File: src/rtl/core/nms_pkg.sv
// Package for the Canny non-maximum suppression block: sizes, codes, shared types.
// No dependencies; every other file in rtl/core imports it.
`default_nettype none
package nms_pkg;

    localparam int MAX_WIDTH  = 1024;
    localparam int MAX_HEIGHT = 1024;
    localparam int COL_W      = $clog2(MAX_WIDTH);
    localparam int ROW_W      = $clog2(MAX_HEIGHT);
    localparam int CFG_W      = 11;
    localparam int CFG_IDX_W  = 2;
    localparam int GRAD_W     = 11;
    localparam int MAG_W      = 21;
    localparam int SQ_W       = 2 * CFG_W;
    localparam int AREA_W     = COL_W + ROW_W + 1;

    localparam logic [MAG_W-1:0] MAG_MAX = {MAG_W{1'b1}};

    localparam logic [CFG_W-1:0] RST_WIDTH  = CFG_W'(640);
    localparam logic [CFG_W-1:0] RST_HEIGHT = CFG_W'(480);
    localparam logic [CFG_W-1:0] RST_HIGH   = CFG_W'(90);
    localparam logic [CFG_W-1:0] RST_LOW    = CFG_W'(45);

    // fixed-point tangents of 22.5 and 67.5 degrees, scaled by 128
    localparam int TAN_LO = 53;
    localparam int TAN_HI = 309;

    typedef enum logic [CFG_IDX_W-1:0] {
        CFG_FRAME_WIDTH  = 2'd0,
        CFG_FRAME_HEIGHT = 2'd1,
        CFG_HIGH_THRESH  = 2'd2,
        CFG_LOW_THRESH   = 2'd3
    } cfg_idx_t;

    typedef enum logic [1:0] {
        SEC_H = 2'd0,
        SEC_D = 2'd1,
        SEC_V = 2'd2,
        SEC_A = 2'd3
    } sector_t;

    typedef enum logic [1:0] {
        CLS_NONE   = 2'd0,
        CLS_WEAK   = 2'd1,
        CLS_STRONG = 2'd2
    } edge_cls_t;

    // control that travels with an item from classification to the window
    typedef struct packed {
        logic             emit;
        logic             last;
        logic [COL_W-1:0] cc;
        logic [COL_W-1:0] cr;
        logic             nb_l;
        logic             nb_r;
        logic             nb_u;
        logic             nb_d;
    } ctl_t;

    typedef struct packed {
        logic [MAG_W-1:0] mag;
        sector_t          sec;
        logic [COL_W-1:0] idx;
        ctl_t             ctl;
    } item_t;

    typedef struct packed {
        logic [SQ_W-1:0] high_sq;
        logic [SQ_W-1:0] low_sq;
    } thr_t;

endpackage
`default_nettype wire

File: src/rtl/core/nms_queue.sv
// Two-entry queue between the front end and the window stage.
// Depends on nms_pkg.
`default_nettype none
module nms_queue import nms_pkg::*;
(
    input  wire logic  clk,
    input  wire logic  rst_n,
    input  wire logic  push,
    input  item_t      push_item,
    input  wire logic  pop,
    output item_t      head,
    output logic       not_empty,
    output logic       full
);

    item_t      slot_reg [2];
    logic       wr_ptr_reg, rd_ptr_reg;
    logic [1:0] cnt_reg, cnt_next;
    logic       do_pop;

    assign do_pop    = pop && not_empty;
    assign not_empty = cnt_reg != 2'd0;
    assign full      = cnt_reg == 2'd2;
    assign head      = slot_reg[rd_ptr_reg];

    always_comb
    begin
        cnt_next = cnt_reg;
        if (push && !do_pop)
            cnt_next = cnt_reg + 2'd1;
        else if (!push && do_pop)
            cnt_next = cnt_reg - 2'd1;
    end

    always_ff @(posedge clk)
    begin
        if (push)
            slot_reg[wr_ptr_reg] <= push_item;
    end

    always_ff @(posedge clk or negedge rst_n)
    begin
        if (!rst_n)
        begin
            wr_ptr_reg <= 1'b0;
            rd_ptr_reg <= 1'b0;
            cnt_reg    <= 2'd0;
        end
        else
        begin
            if (push)
                wr_ptr_reg <= !wr_ptr_reg;
            if (do_pop)
                rd_ptr_reg <= !rd_ptr_reg;
            cnt_reg <= cnt_next;
        end
    end

endmodule
`default_nettype wire

File: config.mk
export PLATFORM = sky130hd
export DESIGN_NAME = nms_queue
export DESIGN_NICKNAME = d
export VERILOG_FILES = /design/src/rtl/core/nms_pkg.sv /design/src/rtl/core/nms_queue.sv
export SDC_FILE = /design/constraint.sdc
export NUM_CORES = 1
export LEC_CHECK = 0
export BUFFER_PORTS_ARGS = -buffer_cell sky130_fd_sc_hd__clkbuf_2
export CORE_MARGIN = 3
export CORE_UTILIZATION = 28
export DETAILED_ROUTE_END_ITERATION = 10
export PLACE_DENSITY = 0.56
export SETUP_SLACK_MARGIN = 0.4
export SYNTH_ARGS = -nofsm -noshare
export SYNTH_HDL_FRONTEND = slang
export SYNTH_SLANG_ARGS = --single-unit
File: constraint.sdc
create_clock -name clk -period 6.4 [get_ports clk]
set_clock_uncertainty 0.2 [all_clocks]
set_input_delay 0 -clock clk [delete_from_list [all_inputs] [get_ports clk]]
set_output_delay 0 -clock clk [all_outputs]
set_load 0.03 [all_outputs]
### After elaboration in Yosys (flattened, before gate mapping)

Memories as Yosys holds them, arrays and structs flattened.
Index checks and enable logic that the tools add are counted.
W data, S select, Z words.

* register bits after elaboration: 4
* RAM bits: 118
* input port bits: 63
* output and inout bits: 61
* word-level logic and storage cells: 20
* memories kept: 1

Memory list
* slot_reg: depth 2, width 59, read ports 1, clocked after memory_dff 0, write ports 1, line nms_queue.sv:16 `item_t slot_reg [2];`

* $add $sub $neg: 2
* equality and inequality tests: 1
* mux-type cells: 4
* reductions and logical operators: 9

Operators with widths (count)
* $logic_not A1 Y1: 4
* $mux W2: 2
* $reduce_bool A2 Y1: 2
* $logic_and A1 B1 Y1: 3
* $add A2 B1 Y2 const B: 1
* $eq A2 B2 Y1 const B: 1
* $mux W1: 2
* $sub A2 B1 Y2 const B: 1

### Depth between registers and ports, before layout

Gate-level depths: netlist (run 1).

* depth after elaboration: 5
* mapped depth: 6
* depth with buffers taken out: 6

### Least setup slack after synthesis (run 1)

Ideal clock, no wire load.

* path kind: register to register
* start: register wr_ptr_reg
* end: memory slot_reg[0][0] (netlist bit) (enable)
* setup time: 0.483 ns
* arrival: 3.028 ns
* data required time: 5.717 ns
* setup slack: 2.689 ns
* stages on the path, launching flop included: 2
* buffers on the path: 0
* period minus slack after synthesis: 3.711 ns
* cells stage by stage: dfrtp_1 nor2b_1

RTL lines
* from (decl): line nms_queue.sv:17 `logic wr_ptr_reg, rd_ptr_reg;`
* from (signal assigned): line nms_queue.sv:52 `wr_ptr_reg <= !wr_ptr_reg;`
* to (decl): line nms_queue.sv:16

Straight into the memory's write port.

==> results of run 1 <==
## worst paths after layout
path,startpoint,end,slack (ps),cells past startpoint
hold reg to reg,cnt_reg[1],cnt_reg[1],300,1
max in group asynchronous,rst_n,rd_ptr_reg,5500,3
min in group asynchronous,rst_n,wr_ptr_reg,300,3
hold / removal,push_item[33],slot_reg[0][33],120,2
setup / recovery,rd_ptr_reg,head[51],3990,2
setup reg to reg,wr_ptr_reg,slot_reg[1][18],4230,2
## cell type report
| cell class | instances | area share, % |
|---|---|---|
| multi-input cells | 71 | 14.66 |
| clock buffers | 21 | 6.567 |
| clock inverters | 11 | 1.549 |
| flip-flops and latches | 122 | 54.38 |
| repair buffers | 188 | 18.81 |
| well taps | 216 | 4.030 |
## report_power, final
| group | switching [mW] | internal (mW) | total [mW] |
|---|---|---|---|
| Sequential | 0.151 | 1.06 | 1.22 |
| Combinational | 0.561 | 0.447 | 1.01 |
| Clock | 0.320 | 0.565 | 0.884 |
| Total | 1.03 | 2.08 | 3.11 |
## critical path: cells and delay by family (launching register included)
kind                   cells  cell delay (ps)
muxes                      1              370
buffers and inverters      1              190
DFF                        1             1210
## metal layers
metal  wire (um)  GRT usage, %  share of wire, %
met5           0             0                 0
met4          93         3.359               1.0
met3         657         5.218               7.3
met2        4725         17.34                52
met1        3573         11.53                39
## per-stage QoR
step / cell area [um2] / hold slack, ps / util [%]
global route: 6706 / 104.5 / 41.32
global placement: 5532 / -383.9 / 34.08
CTS: 6706 / 88.47 / 41.32
finish: 6706 / 121.9 / 41.32
detailed placement: 5532 / -376.7 / 34.08
floorplan: 4750 / -495.6 / -
## kinds of logic after synthesis
| group | after synthesis | share of synthesized area [%] |
|---|---|---|
| buf+inv | 7 | 2.766 |
| simple gates | 6 | 0.6849 |
| flops | 122 | 76.71 |
| fa+ha+maj | 1 | 0.2634 |
| mux | 59 | 18.65 |
| xor+xnor | 5 | 0.9222 |
## layout by cell type, fill, tap and decap left out, types with 2 or more instances in the layout
master,Yosys,final
clkbuf_2,0,123
edfxtp_1,118,118
dlygate4sd3_1,0,63
mux2_4,59,59
clkbuf_16,0,17
clkinv_2,0,8
clkbuf_1,0,4
xor2_1,3,3
dfrtp_1,4,3
xnor2_1,2,2
bufinv_16,0,2
buf_4,0,2
==> impl_metrics.ini, run 1 <==
[min_path]
hp-class = primary input to flop

[route]
drtPass1Iterations = 3
drtIter0Drc = 134
ant_nets = 0
wl_um = 9048
drc_errors = 0
wl_per_cell_um = 14.38
vias = 2518
vias_per_cell = 4.003

[logic_synthesis]
synth_common_cells = edfxtp_1, mux2_4, buf_12
synth_edf_count = 118
yosysUniqueCellTypes = 13
yosysTopAreaCellShare_pct = 74.60
synth_top_flop_cell = edfxtp_1
ys_ff_latch = 122
syn_nets = 264
synth.area.top_cells = edfxtp_1, mux2_4, buf_12
async_flop_share_pct = 3.279
synth_top_area_cell = edfxtp_1
syn_area_per_cell_um2 = 23.75
synth_area_mm2 = 0.004750
ys_seq_area_share_pct = 76.71
synth.most_common_cell = edfxtp_1
syn_inst = 200
yosys_warnings = 0

[die]
core_mm2 = 0.01623
die_area_mm2 = 0.01856
die_x_um = 136.2
start_util_pct = 29.26
die_y_um = 136.2
num_rows = 46
ios = 124

[sta]
setup_violations = 0
worst_pin_slew_ps = 1174
maxSlewViolCount = 0
min_period_over_period_pct = 37.60
fin_crit_ps = 2407
rsz0062_at_grt = false
relSlewSlack_pct = 21.74
fmax_ghz = 0.4155
layout_setup_ws_ps = 3993
hold_viol_final = 0
finalSetupTns_ps = 0

[layout]
nets = 464
largest_reg_flops = 118
seq_area_mm2 = 0.003647
syn_to_final_growth_pct = 41.20
fillers = 1503
multiInputGateArea_um2 = 983.4
drive_gt1_share_pct = 51.82
final_cells = 629
diodes = 0

[worst_setup_path]
cp-start-kind = flop
worstPathArrival_ps = 2210
cp_max_fo = 60
required_ps = 6200
path_class = flop to output pin
path_cells = mux2_4 -> clkbuf_2
cp_slowest_stage_delay_ps = 1210
end_kind = output pin
slowest_stage = dfrtp_4

[clocking]
clk-insertion-delay-late_ps = 410
clk_pin_slew_ps = 50
cts-root-buf = clkbuf_16
cts_tree = yes
cts_setup_buffers = 0
numCtsBuffers = 17
cts_hold_buf = 63
htree_levels = 4
clockBufferDepth = 2
cts_num_sinks = 122
ctsResizeCount = 0

[power]
powerDensity_mw_per_mm2 = 463.3
p_total_mw = 3.107
p_leak_nw = 2.742
irDropWorstVdd_v = 0.0003382

[global_routing]
grt_usage_pct = 10.37
gr-total-overflow = 0
grt_pass1_vias = 2773
grt_pass1_wl_um = 14300
grt_start_max_net_pins = 61
grt_antenna_before_repair = 0

[placed_design]
dp_hpwl_um = 5436
dp_slack_ps = 4161
place_congestion = 0.6363
placed_cells = 534
port-buffer-count = 123

[flow_run]
cap_violations = 0

[run_status]
outcome = finished, final reports clean
Note: power is estimated with default switching activity, not from simulation.
==> run 2: changes to the inputs <==
--- a/config.mk
+++ b/config.mk
@@ -9,7 +9,7 @@
 export CORE_MARGIN = 3
 export CORE_UTILIZATION = 28
 export DETAILED_ROUTE_END_ITERATION = 10
-export PLACE_DENSITY = 0.56
+export PLACE_DENSITY = 0.57
 export SETUP_SLACK_MARGIN = 0.4
 export SYNTH_ARGS = -nofsm -noshare
 export SYNTH_HDL_FRONTEND = slang
==> constraint.sdc (replaced) <==
create_clock -name clk -period 2.2 [get_ports clk]
set_clock_uncertainty 0.2 [all_clocks]
set_input_delay 0 -clock clk [delete_from_list [all_inputs] [get_ports clk]]
set_output_delay 0 -clock clk [all_outputs]
set_load 0.03 [all_outputs]
==> run 2 against run 1 <==
Die area is the same. Global-route usage up 0.072 points. First-iteration DRC count decreased by 6.7%. Clock-buffer cell count decreased by 3.
==> impl_metrics.ini, run 2 (same netlist as run 1, synthesis figures left out) <==
[route]
vias_per_cell = 4.058
wl_um = 9014
ant_nets = 0
vias = 2573
drtIter0Drc = 125
wl_per_cell_um = 14.22
drc_errors = 0
drtPass1Iterations = 4

[die]
num_rows = 46
die_y_um = 136.2
core_mm2 = 0.01623
die_area_mm2 = 0.01856
start_util_pct = 29.26
die_x_um = 136.2
ios = 124

[layout]
syn_to_final_growth_pct = 43.94
nets = 469
final_area_mm2 = 0.006837
mostFrequentLayoutCell = clkbuf_2
diodes = 0
final_cell_mix = clkbuf_2, edfxtp_1, dlygate4sd3_1
drive_gt1_share_pct = 52.87
largest_reg_flops = 118

[global_routing]
grt_usage_pct = 10.44
grt_start_max_net_pins = 45
grt_pass1_vias = 2833
grt_antenna_before_repair = 0
gr-total-overflow = 0
grt_pass1_wl_um = 14370

[clocking]
clockBufferDepth = 2
cts_num_sinks = 122
cts-root-buf = clkbuf_16
cts_setup_buffers = 0
numCtsBuffers = 17
htree_levels = 4
clk-insertion-delay-late_ps = 400
cts_tree = yes
clk_pin_slew_ps = 50

[power]
powerDensity_mw_per_mm2 = 1359
p_total_mw = 9.294
p_leak_nw = 2.781
irDropWorstVdd_v = 0.0006344

[flow_run]
cap_violations = 0

[sta]
layout_setup_ws_ps = 352.4
rsz0062_at_grt = true
finalSetupTns_ps = 0
maxSlewViolCount = 0
min_period_over_period_pct = 83.98
fmax_ghz = 0.5412
hold_slack_ps = 120.0
setup_violations = 0
worst_pin_slew_ps = 338.1
fin_crit_ps = 1848
hold_viol_final = 0
relSlewSlack_pct = 77.46

[worst_setup_path]
end_kind = output pin
cp_max_fo = 25
cp-start-kind = flop
path_class = flop to output pin
worstPathArrival_ps = 1650
required_ps = 2000

[placed_design]
dp_slack_ps = 566.5
place_congestion = 0.6734
place_area_mm2 = 0.005607
dp_hpwl_um = 5774
port-buffer-count = 123

[min_path]
hp-class = primary input to flop

[run_status]
outcome = finished, final reports clean
[run 2: cell type report]
| type | instances | area, um2 |
|---|---|---|
| Tap cell | 216 | 270.3 |
| Fill cell | 1483 | 9394 |
| Clock inverter | 14 | 155.1 |
| Sequential cell | 122 | 3647 |
| Multi-Input combinational cell | 71 | 983.4 |
| Timing Repair Buffer | 193 | 1351 |
| Clock buffer | 18 | 429.2 |
[run 2: power breakdown]
group	internal [mW]	total, mW	leakage [nW]	switching, mW
clock	1.76	2.73	0.273	0.967
sequential	3.10	3.25	1.15	0.149
combinational	1.38	3.32	1.36	1.95
[run 2: repair_timing]
action | 4_1_cts | 5_1_grt
hold buffers | 63 | 0
endpoints found under the setup margin | 58 | 58
resized for setup | 4 | 0
endpoints found under the hold margin | 126 | 0
gates cloned | 0 | 0
[run 2: through the flow]
stage	util, %	instances
after global routing	42.12	634
final	42.12	634
after floorplan	-	200
after detailed placement	34.54	539
after CTS	42.12	634
after global placement	34.54	539
[run 2: critical path, cell delays in order (launching register included)]
cell and delay (ps):
dfrtp_4 520, buf_12 200, mux2_4 320, clkbuf_2 180
[run 2: final timing paths]
| check | slack, ps | cells past startpoint | from | to |
|---|---|---|---|---|
| max in group asynchronous | 1310 | 3 | rst_n | rd_ptr_reg |
| worst max register to register | 550 | 6 | cnt_reg[0] | cnt_reg[1] |
| worst min register to register | 290 | 1 | cnt_reg[1] | cnt_reg[1] |
| worst max-delay path | 350 | 3 | rd_ptr_reg | head[15] |
| worst min-delay path | 120 | 2 | push_item[41] | slot_reg[1][41] |
| min in group asynchronous | 290 | 3 | rst_n | wr_ptr_reg |
[run 2: layer usage]
| metal | vias up | wire length (um) | part of all wire (%) | GRT usage, % |
|---|---|---|---|---|
| li1 | 1200 | - | - | - |
| met1 | 1267 | 3650 | 40 | 11.53 |
| met2 | 94 | 4594 | 51 | 17.75 |
| met3 | 12 | 634 | 7.0 | 3.886 |
| met4 | 0 | 136 | 1.5 | 5.039 |
| met5 | - | 0 | 0 | 0 |
